<file path="config.mk">
export PLATFORM = sky130hd
export DESIGN_NAME = crc_checked_measurement_frame_decoder
export DESIGN_NICKNAME = d
export VERILOG_FILES = /design/src/hdl/ccmfd_pkg.sv /design/src/hdl/ccmfd_front.sv /design/src/hdl/ccmfd_queue.sv /design/src/hdl/ccmfd_back.sv /design/src/hdl/crc_checked_measurement_frame_decoder.sv
export SDC_FILE = /design/constraint.sdc
export NUM_CORES = 1
export LEC_CHECK = 0
export BUFFER_PORTS_ARGS = -buffer_cell sky130_fd_sc_hd__buf_2
export CAP_MARGIN = 30
export CORE_ASPECT_RATIO = 0.6
export CORE_UTILIZATION = 45
export DETAILED_ROUTE_END_ITERATION = 10
export SLEW_MARGIN = 10
export SYNTH_ARGS = -nofsm -noshare
export SYNTH_HDL_FRONTEND = slang
export SYNTH_SLANG_ARGS = --single-unit
</file>
<file path="constraint.sdc">
create_clock -name aclk -period 9.4 [get_ports aclk]
set_clock_uncertainty 0.15 [all_clocks]
set_input_delay 1.88 -clock aclk [delete_from_list [all_inputs] [get_ports aclk]]
set_output_delay 1.88 -clock aclk [all_outputs]
set_load 0.1 [all_outputs]
</file>
<file path="src/hdl/ccmfd_pkg.sv">
package ccmfd_pkg;

    localparam int unsigned BYTE_W = 8;
    localparam int unsigned WORD_W = 16;
    localparam int unsigned POS_W = 4;
    localparam int unsigned VALUE_W = 15;
    localparam int unsigned PROD_W = 31;
    localparam int unsigned ERR_W = 2;
    localparam int unsigned QUEUE_DEPTH = 2;

    localparam logic [BYTE_W-1:0] CRC_POLY = 8'h31;
    localparam logic [BYTE_W-1:0] CRC_INIT = 8'hFF;

    localparam logic [POS_W-1:0] FRAME_BYTES = 4'd12;
    localparam logic [POS_W-1:0] LAST_POS = 4'd11;

    // Word order inside the frame.
    localparam logic [1:0] WORD_CO2 = 2'd0;
    localparam logic [1:0] WORD_TEMP = 2'd1;
    localparam logic [1:0] WORD_RH = 2'd2;
    localparam logic [1:0] WORD_STATUS = 2'd3;

    // Byte role inside one three-byte word group.
    localparam logic [1:0] PHASE_HIGH = 2'd0;
    localparam logic [1:0] PHASE_LOW = 2'd1;
    localparam logic [1:0] PHASE_CRC = 2'd2;

    localparam logic [ERR_W-1:0] ERR_OK = 2'd0;
    localparam logic [ERR_W-1:0] ERR_CRC = 2'd1;
    localparam logic [ERR_W-1:0] ERR_DISABLED = 2'd2;

    localparam logic [PROD_W-1:0] TEMP_SCALE = 31'd17500;
    localparam logic [PROD_W-1:0] RH_SCALE = 31'd12500;
    localparam logic [VALUE_W:0] TEMP_OFFSET = 16'd4500;
    localparam logic [VALUE_W:0] RH_OFFSET = 16'd600;
    localparam logic [WORD_W:0] FULL_SCALE = 17'd65535;

    typedef struct packed {
        logic [1:0] word;
        logic [1:0] phase;
    } pos_info_t;

    typedef struct packed {
        logic [WORD_W-1:0] co2_raw;
        logic [WORD_W-1:0] thermo_raw;
        logic [WORD_W-1:0] rh_raw;
        logic [WORD_W-1:0] status_raw;
        logic [ERR_W-1:0]  err;
    } frame_t;

    function automatic logic [BYTE_W-1:0] crc8_step(input logic [BYTE_W-1:0] crc,
                                                    input logic [BYTE_W-1:0] data);
        logic [BYTE_W-1:0] c;
        c = crc ^ data;
        for (int k = 0; k < BYTE_W; k++) begin
            c = c[BYTE_W-1] ? ((c << 1) ^ CRC_POLY) : (c << 1);
        end
        return c;
    endfunction

    function automatic pos_info_t decode_pos(input logic [POS_W-1:0] pos);
        pos_info_t info;
        unique case (pos)
            4'd0:  info = '{word: WORD_CO2,    phase: PHASE_HIGH};
            4'd1:  info = '{word: WORD_CO2,    phase: PHASE_LOW};
            4'd2:  info = '{word: WORD_CO2,    phase: PHASE_CRC};
            4'd3:  info = '{word: WORD_TEMP,   phase: PHASE_HIGH};
            4'd4:  info = '{word: WORD_TEMP,   phase: PHASE_LOW};
            4'd5:  info = '{word: WORD_TEMP,   phase: PHASE_CRC};
            4'd6:  info = '{word: WORD_RH,     phase: PHASE_HIGH};
            4'd7:  info = '{word: WORD_RH,     phase: PHASE_LOW};
            4'd8:  info = '{word: WORD_RH,     phase: PHASE_CRC};
            4'd9:  info = '{word: WORD_STATUS, phase: PHASE_HIGH};
            4'd10: info = '{word: WORD_STATUS, phase: PHASE_LOW};
            4'd11: info = '{word: WORD_STATUS, phase: PHASE_CRC};
            default: info = '{word: WORD_CO2,  phase: PHASE_HIGH};
        endcase
        return info;
    endfunction

endpackage

</file>
<file path="src/hdl/ccmfd_front.sv">
module ccmfd_front (
    input  logic                   aclk,
    input  logic                   aresetn,
    input  logic                   cfg_valid,
    input  logic                   cfg_data,
    input  logic                   s_tvalid,
    output logic                   s_tready,
    input  logic [7:0]             s_tdata,
    input  logic                   s_tuser,
    input  logic                   push_ready,
    output logic                   push_valid,
    output ccmfd_pkg::frame_t      push_frame
);
    import ccmfd_pkg::*;

    logic              enabled_reg;
    logic [POS_W-1:0]  pos_reg, pos_next;
    logic [BYTE_W-1:0] crc_reg, crc_next;
    logic              failed_reg, failed_next;
    logic [BYTE_W-1:0] high_reg, high_next;
    logic [BYTE_W-1:0] low_reg, low_next;
    logic [WORD_W-1:0] co2_reg, co2_next;
    logic [WORD_W-1:0] temp_reg, temp_next;
    logic [WORD_W-1:0] rh_reg, rh_next;

    logic [POS_W-1:0]  pos_eff;
    logic [BYTE_W-1:0] crc_cur;
    logic              failed_cur;
    pos_info_t         info;
    logic              accept;
    logic              last_byte;

    // The queue decides stalling; a byte is never held back otherwise.
    assign s_tready = push_ready;
    assign accept = s_tvalid && s_tready;

    always_comb begin
        pos_eff = s_tuser ? '0 : pos_reg;
        if (pos_eff >= FRAME_BYTES) begin
            pos_eff = '0;
        end
        crc_cur = s_tuser ? CRC_INIT : crc_reg;
        failed_cur = s_tuser ? 1'b0 : failed_reg;
        info = decode_pos(pos_eff);
        last_byte = (pos_eff == LAST_POS);

        crc_next = crc_cur;
        failed_next = failed_cur;
        high_next = high_reg;
        low_next = low_reg;
        co2_next = co2_reg;
        temp_next = temp_reg;
        rh_next = rh_reg;

        unique case (info.phase)
            PHASE_HIGH: begin
                high_next = s_tdata;
                crc_next = crc8_step(CRC_INIT, s_tdata);
            end
            PHASE_LOW: begin
                crc_next = crc8_step(crc_cur, s_tdata);
                unique case (info.word)
                    WORD_CO2:    co2_next = {high_reg, s_tdata};
                    WORD_TEMP:   temp_next = {high_reg, s_tdata};
                    WORD_RH:     rh_next = {high_reg, s_tdata};
                    WORD_STATUS: low_next = s_tdata;
                    default:     low_next = s_tdata;
                endcase
            end
            default: begin
                if (crc_cur != s_tdata) begin
                    failed_next = 1'b1;
                end
                crc_next = CRC_INIT;
            end
        endcase

        push_frame.co2_raw = co2_reg;
        push_frame.thermo_raw = temp_reg;
        push_frame.rh_raw = rh_reg;
        push_frame.status_raw = {high_reg, low_reg};
        if (!enabled_reg) begin
            push_frame.err = ERR_DISABLED;
        end else if (failed_next) begin
            push_frame.err = ERR_CRC;
        end else begin
            push_frame.err = ERR_OK;
        end

        if (last_byte) begin
            pos_next = '0;
            crc_next = CRC_INIT;
            failed_next = 1'b0;
        end else begin
            pos_next = pos_eff + 1'b1;
        end
    end

    assign push_valid = accept && last_byte;

    always_ff @(posedge aclk) begin
        if (!aresetn) begin
            enabled_reg <= 1'b0;
            pos_reg <= '0;
            crc_reg <= CRC_INIT;
            failed_reg <= 1'b0;
            high_reg <= '0;
            low_reg <= '0;
        end else begin
            if (cfg_valid) begin
                enabled_reg <= cfg_data;
            end
            if (accept) begin
                pos_reg <= pos_next;
                crc_reg <= crc_next;
                failed_reg <= failed_next;
                high_reg <= high_next;
                low_reg <= low_next;
            end
        end
    end

    always_ff @(posedge aclk) begin
        if (accept) begin
            co2_reg <= co2_next;
            temp_reg <= temp_next;
            rh_reg <= rh_next;
        end
    end

endmodule

</file>
<file path="src/hdl/ccmfd_queue.sv">
module ccmfd_queue (
    input  logic               aclk,
    input  logic               aresetn,
    input  logic               push_valid,
    output logic               push_ready,
    input  ccmfd_pkg::frame_t  push_frame,
    output logic               pop_valid,
    input  logic               pop_ready,
    output ccmfd_pkg::frame_t  pop_frame
);
    import ccmfd_pkg::*;

    localparam int unsigned PTR_W = (QUEUE_DEPTH > 1) ? $clog2(QUEUE_DEPTH) : 1;
    localparam int unsigned CNT_W = $clog2(QUEUE_DEPTH + 1);
    localparam logic [CNT_W-1:0] DEPTH_CNT = CNT_W'(QUEUE_DEPTH);
    localparam logic [PTR_W-1:0] LAST_SLOT = PTR_W'(QUEUE_DEPTH - 1);

    frame_t            slot_reg [QUEUE_DEPTH];
    logic [PTR_W-1:0]  wr_ptr_reg, wr_ptr_next;
    logic [PTR_W-1:0]  rd_ptr_reg, rd_ptr_next;
    logic [CNT_W-1:0]  count_reg, count_next;
    logic              do_push;
    logic              do_pop;

    assign push_ready = (count_reg != DEPTH_CNT);
    assign pop_valid = (count_reg != '0);
    assign pop_frame = slot_reg[rd_ptr_reg];
    assign do_push = push_valid && push_ready;
    assign do_pop = pop_valid && pop_ready;

    always_comb begin
        wr_ptr_next = wr_ptr_reg;
        rd_ptr_next = rd_ptr_reg;
        count_next = count_reg;
        if (do_push) begin
            wr_ptr_next = (wr_ptr_reg == LAST_SLOT) ? '0 : wr_ptr_reg + 1'b1;
        end
        if (do_pop) begin
            rd_ptr_next = (rd_ptr_reg == LAST_SLOT) ? '0 : rd_ptr_reg + 1'b1;
        end
        if (do_push && !do_pop) begin
            count_next = count_reg + 1'b1;
        end else if (do_pop && !do_push) begin
            count_next = count_reg - 1'b1;
        end
    end

    always_ff @(posedge aclk) begin
        if (!aresetn) begin
            wr_ptr_reg <= '0;
            rd_ptr_reg <= '0;
            count_reg <= '0;
        end else begin
            wr_ptr_reg <= wr_ptr_next;
            rd_ptr_reg <= rd_ptr_next;
            count_reg <= count_next;
        end
    end

    always_ff @(posedge aclk) begin
        if (do_push) begin
            slot_reg[wr_ptr_reg] <= push_frame;
        end
    end

endmodule

</file>
<file path="src/hdl/ccmfd_back.sv">
module ccmfd_back (
    input  logic               aclk,
    input  logic               aresetn,
    input  logic               pop_valid,
    output logic               pop_ready,
    input  ccmfd_pkg::frame_t  pop_frame,
    output logic               m_tvalid,
    input  logic               m_tready,
    output logic [63:0]        m_tdata,
    output logic [1:0]         m_tuser
);
    import ccmfd_pkg::*;

    // Multiply stage.
    logic               mul_valid_reg;
    logic [PROD_W-1:0]  temp_prod_reg;
    logic [PROD_W-1:0]  rh_prod_reg;
    logic [WORD_W-1:0]  co2_reg;
    logic [WORD_W-1:0]  status_reg;
    logic [ERR_W-1:0]   err_reg;

    // Output stage.
    logic               out_valid_reg;
    logic [WORD_W-1:0]  out_co2_reg, out_co2_next;
    logic [VALUE_W-1:0] out_temp_reg, out_temp_next;
    logic [VALUE_W-1:0] out_rh_reg, out_rh_next;
    logic [WORD_W-1:0]  out_status_reg, out_status_next;
    logic [ERR_W-1:0]   out_err_reg;

    logic               out_advance;
    logic               mul_load;
    logic [VALUE_W-1:0] temp_q;
    logic [VALUE_W-1:0] rh_q;
    logic [VALUE_W:0]   temp_val;
    logic [VALUE_W:0]   rh_val;

    // Quotient by 65535: take the product shifted by 16 as a first guess;
    // the remainder then stays below twice the divisor, so one correction is enough.
    function automatic logic [VALUE_W-1:0] div_full_scale(input logic [PROD_W-1:0] p);
        logic [VALUE_W-1:0] q0;
        logic [WORD_W:0]    r;
        q0 = p[PROD_W-1:WORD_W];
        r = {1'b0, p[WORD_W-1:0]} + {2'b00, q0};
        return (r >= FULL_SCALE) ? q0 + 1'b1 : q0;
    endfunction

    assign out_advance = !out_valid_reg || m_tready;
    assign mul_load = !mul_valid_reg || out_advance;
    assign pop_ready = mul_load;

    always_comb begin
        temp_q = div_full_scale(temp_prod_reg);
        rh_q = div_full_scale(rh_prod_reg);
        temp_val = {1'b0, temp_q} - TEMP_OFFSET;
        rh_val = {1'b0, rh_q} - RH_OFFSET;
        if (err_reg == ERR_OK) begin
            out_co2_next = co2_reg;
            out_temp_next = temp_val[VALUE_W-1:0];
            out_rh_next = rh_val[VALUE_W-1:0];
            out_status_next = status_reg;
        end else begin
            out_co2_next = '0;
            out_temp_next = '0;
            out_rh_next = '0;
            out_status_next = '0;
        end
    end

    always_ff @(posedge aclk) begin
        if (!aresetn) begin
            mul_valid_reg <= 1'b0;
            out_valid_reg <= 1'b0;
        end else begin
            if (mul_load) begin
                mul_valid_reg <= pop_valid;
            end
            if (out_advance) begin
                out_valid_reg <= mul_valid_reg;
            end
        end
    end

    always_ff @(posedge aclk) begin
        if (mul_load) begin
            temp_prod_reg <= TEMP_SCALE * {15'd0, pop_frame.thermo_raw};
            rh_prod_reg <= RH_SCALE * {15'd0, pop_frame.rh_raw};
            co2_reg <= pop_frame.co2_raw;
            status_reg <= pop_frame.status_raw;
            err_reg <= pop_frame.err;
        end
        if (out_advance) begin
            out_co2_reg <= out_co2_next;
            out_temp_reg <= out_temp_next;
            out_rh_reg <= out_rh_next;
            out_status_reg <= out_status_next;
            out_err_reg <= err_reg;
        end
    end

    assign m_tvalid = out_valid_reg;
    assign m_tdata = {2'b00, out_status_reg, out_rh_reg, out_temp_reg, out_co2_reg};
    assign m_tuser = out_err_reg;

endmodule

</file>
<file path="src/hdl/crc_checked_measurement_frame_decoder.sv">
// Receives a 12-byte measurement frame one byte per transaction: four big-endian
// words (CO2, temperature, humidity, status), each followed by a CRC-8 (poly 0x31,
// init 0xFF). The input takes one byte every clock cycle; it stalls only when two
// finished frames are already queued behind an output that is not being drained.
// s_tuser marks the first byte of a frame, and after the twelfth byte the next byte
// starts a new frame on its own. After the frame's last byte is taken, its result
// passes the queue slot, the constant multiply stage, the divide-by-65535 correction
// and the output register. On a CRC error or while measurement is disabled all value
// fields are zero and the error code tells why; disabled takes precedence. The enable
// bit is written through the cfg channel, which is always ready.
module crc_checked_measurement_frame_decoder (
    input  logic        aclk,
    input  logic        aresetn,
    input  logic        cfg_valid,
    output logic        cfg_ready,
    input  logic        cfg_data,     // measuring_enabled
    input  logic        s_tvalid,
    output logic        s_tready,
    input  logic [7:0]  s_tdata,      // [7:0] rx_byte
    input  logic        s_tuser,      // [0] frame_start
    output logic        m_tvalid,
    input  logic        m_tready,
    output logic [63:0] m_tdata,      // [15:0] co2_ppm, [30:16] temp_centi_c,
                                      // [45:31] rh_centi_pct, [61:46] sensor_status,
                                      // zero pad
    output logic [1:0]  m_tuser       // [1:0] error_code
);
    import ccmfd_pkg::*;

    logic   push_valid;
    logic   push_ready;
    frame_t push_frame;
    logic   pop_valid;
    logic   pop_ready;
    frame_t pop_frame;

    assign cfg_ready = 1'b1;

    ccmfd_front u_front (
        .aclk       (aclk),
        .aresetn    (aresetn),
        .cfg_valid  (cfg_valid),
        .cfg_data   (cfg_data),
        .s_tvalid   (s_tvalid),
        .s_tready   (s_tready),
        .s_tdata    (s_tdata),
        .s_tuser    (s_tuser),
        .push_ready (push_ready),
        .push_valid (push_valid),
        .push_frame (push_frame)
    );

    ccmfd_queue u_queue (
        .aclk       (aclk),
        .aresetn    (aresetn),
        .push_valid (push_valid),
        .push_ready (push_ready),
        .push_frame (push_frame),
        .pop_valid  (pop_valid),
        .pop_ready  (pop_ready),
        .pop_frame  (pop_frame)
    );

    ccmfd_back u_back (
        .aclk      (aclk),
        .aresetn   (aresetn),
        .pop_valid (pop_valid),
        .pop_ready (pop_ready),
        .pop_frame (pop_frame),
        .m_tvalid  (m_tvalid),
        .m_tready  (m_tready),
        .m_tdata   (m_tdata),
        .m_tuser   (m_tuser)
    );

endmodule

</file>
==> summary.md <==
| Metric | Value |
|---|---|
| Chip width | 291.5 um |
| Slowest stage delay, CP | 0.94 ns |
| Critical-path cell list | buf_4 > mux2_2 > ha_1 > inv_1 > fa_1 > inv_1 > ha_1 > fa_1 > inv_1 > fa_1 > inv_1 > ha_1 > or2_2 > a21oi_1 > a311oi_1 > nor3_1 > nor3_1 > a41oi_1 > a21oi_1 > a21o_1 > a21oi_1 > xnor2_1 |
| CTS clk-pin slew, worst paths | 0.07 ns |
| Ports | 84 |
| Most frequent CP cell | inv_1 |
| Avg Vias per Cell | 5.223 |
| Clock Tree Root | clkbuf_16 |
| Max-slew violations | 0 |
| GRT Overall Usage | 0.1931 |
| RSZ-0062 raised after global routing | no |
| Slowest stage cell on the critical path | dfxtp_2 |
| Asr flop ratio synth | 0 |
| Outcome | completed |
| CTS tree | built |
| Critical path's top delay family | adder cells |
| Slew headroom | 0.3513 |
| Net count, final | 2,302 |
| Max_cap viols | 0 |
| Main synth FF type | edfxtp_1 |
| Commonest non-fill, non-tap cell in the layout | edfxtp_1 |
| Clk sink count | 372 |
| First-pass GRT wire length | 77,150 um |
| Post-Synthesis Cells | 1,879 |
| Post-synthesis sequential area ratio | 0.4774 |
| Die area | between 0.05 and 0.06 sq mm |
| Hold-fix buffers, CTS | 0 |
| Fin crit share | 0.7421 |
| Via Count | 13,800 |
| WP data required | 9.54 ns |
| # setup viols final | 0 |
| Cts repair resizes | 0 |
| Total setup buffers inserted after CTS | 0 |
| Maximum clock rate | 0.1434 GHz |
| Syn Area/Cell | 12.04 sq um |
| Drt first pass iters | 5 |
| Vias in the first global route | 13,460 |
| Routed wire length | 48,960 um |
| Area delta synth->final | 10.55% |
| Least-Margin Pin Slew | 0.9730 ns |
| Worst min-delay path class | flip-flop to flip-flop |
| Global placement routability congestion | 0.8833 |
| Htree depth | 2 |
| DRT antenna net count | 0 |
| Total CTS buffers | 38 |
| Core Area | 0.04950 sq mm |
| Ant diodes | 0 |
| Setup tns final | 0 ns |
| Min Clock Period, post-route | 6.976 ns |
| Finished Core Util | 0.5053 |
| Crit path launch type | flip-flop |
| Yosys reg bits | 372 |
| Cell row count | 63 |
| CP arrival | 7.11 ns |
| Mapped cell area | about 0.023 sq mm |
| Yosys warns | 0 |
| Largest net degree at the start of global routing | 72 |
| Initial antenna violation count | 2 |
| Dpl hpwl | 36,550 um |
| Routed wire length per instance | 18.53 um |
| Clk buf depth | 3 |
| DRC | 0 |
| Max FFs per register | 132 |
| Most frequent cells in the layout | 335 x edfxtp_1, 243 x inv_1, 232 x ha_1 |
| Die Ht | 175.7 um |
| Number of library cell types mapped by synthesis | 77 |
| GRT overflow | 0 |
| Post-synth EDFFs | 335 |
| Initial drt markers | around 980 |
| Final hold violation count | 0 |
| Clk_lat worst skew | 0.55 ns |
| Share of layout cells above drive strength 1 | 0.1260 |
| Starting Density | 0.4571 |
| Port Buffers | 80 |
| Crit. End Element | flip-flop |
| Buf/Inv on CP | 5 |
| CP Class | flip-flop to flip-flop |
| Crit Path Max Fanout | 35 |
==> worst register-to-register path, delay by kind of cell (launching register included) <==
family / cells / cell delay (ns)
AO/OA/AOI/OAI: 6 / 1.05
XOR/XNOR: 1 / 0.09
adder cells (fa/ha/maj): 6 / 2.48
buffers and inverters: 5 / 0.80
flip-flops: 1 / 0.94
multiplexers: 1 / 0.50
AND/OR/NAND/NOR: 3 / 0.69
==> path summary, 6_finish.rpt <==
check                          from  depth (start not counted)  slack [ns]                  endpoint
setup / recovery          flip-flop                         22        2.42  u_back.temp_prod_reg[29]
hold / removal    u_front.rh_reg[3]                          0        0.28   u_queue.slot_reg[1][21]
setup reg to reg          flip-flop                         22        2.42  u_back.temp_prod_reg[29]
hold reg to reg   u_front.rh_reg[3]                          0        0.28   u_queue.slot_reg[1][21]
==> stage by stage <==
step / area (sq um) / setup WS (ns) / cells / hold WS [ns]
floorplan: 22630 / 2.305 / 1880 / 0.2715
global placement: 23750 / 2.506 / 2572 / 0.2717
detailed placement: 23770 / 2.417 / 2573 / 0.2797
CTS: 24990 / 2.372 / 2641 / 0.2880
global route: 25010 / 2.042 / 2642 / 0.2829
finish: 25010 / 2.424 / 2642 / 0.2810
==> per-layer routing <==
metal	wire length, um	GRT usage	vias to the layer above
met5	0	0	-
met4	586	0.03246	0
met3	2383	0.02796	47
met2	18480	0.2547	285
met1	27510	0.3274	6673
li1	-	-	6794
==> cell type report <==
class | count | area (sq um)
fill | 4426 | 24490
sequential | 372 | 10800
multi-input combinational | 1216 | 10750
clock buffer | 47 | 1005
inverter | 245 | 920.9
tap | 650 | 813.3
timing repair buffer | 91 | 503.0
clock inverter | 21 | 220.2
==> synth_stat cells, types with 41 or more instances <==
cell type  number  area, sq um
and2_1         48        300.3
a21oi_1        79        395.4
xor2_1         41        359.1
mux2_2         60        675.7
o21ai_0        46        230.2
fa_1           91         1822
inv_1         244        915.9
xnor2_1        83        727.0
ha_1          232         2903
nor2_1         87        326.6
nand2_1        85        319.1
edfxtp_1      335        10060
==> kinds of logic (layout without fill, tap and decap cells) <==
kind of cell               Yosys count  after routing  synth area share
and+or+nand+nor                    402            402           0.09019
buffers and inverters              292            404           0.04916
xor gates and xnor gates           124            124           0.04800
muxes                               92             92           0.04457
other                                2              3         0.0003319
DFF                                372            372            0.4774
AOI/OAI and AO/OA                  272            272           0.08157
adders and majority gates          323            323            0.2088
Power is left out: the tool's default activity adds up to more than one toggle a clock period on the data nets, which glitch-free logic cannot reach.
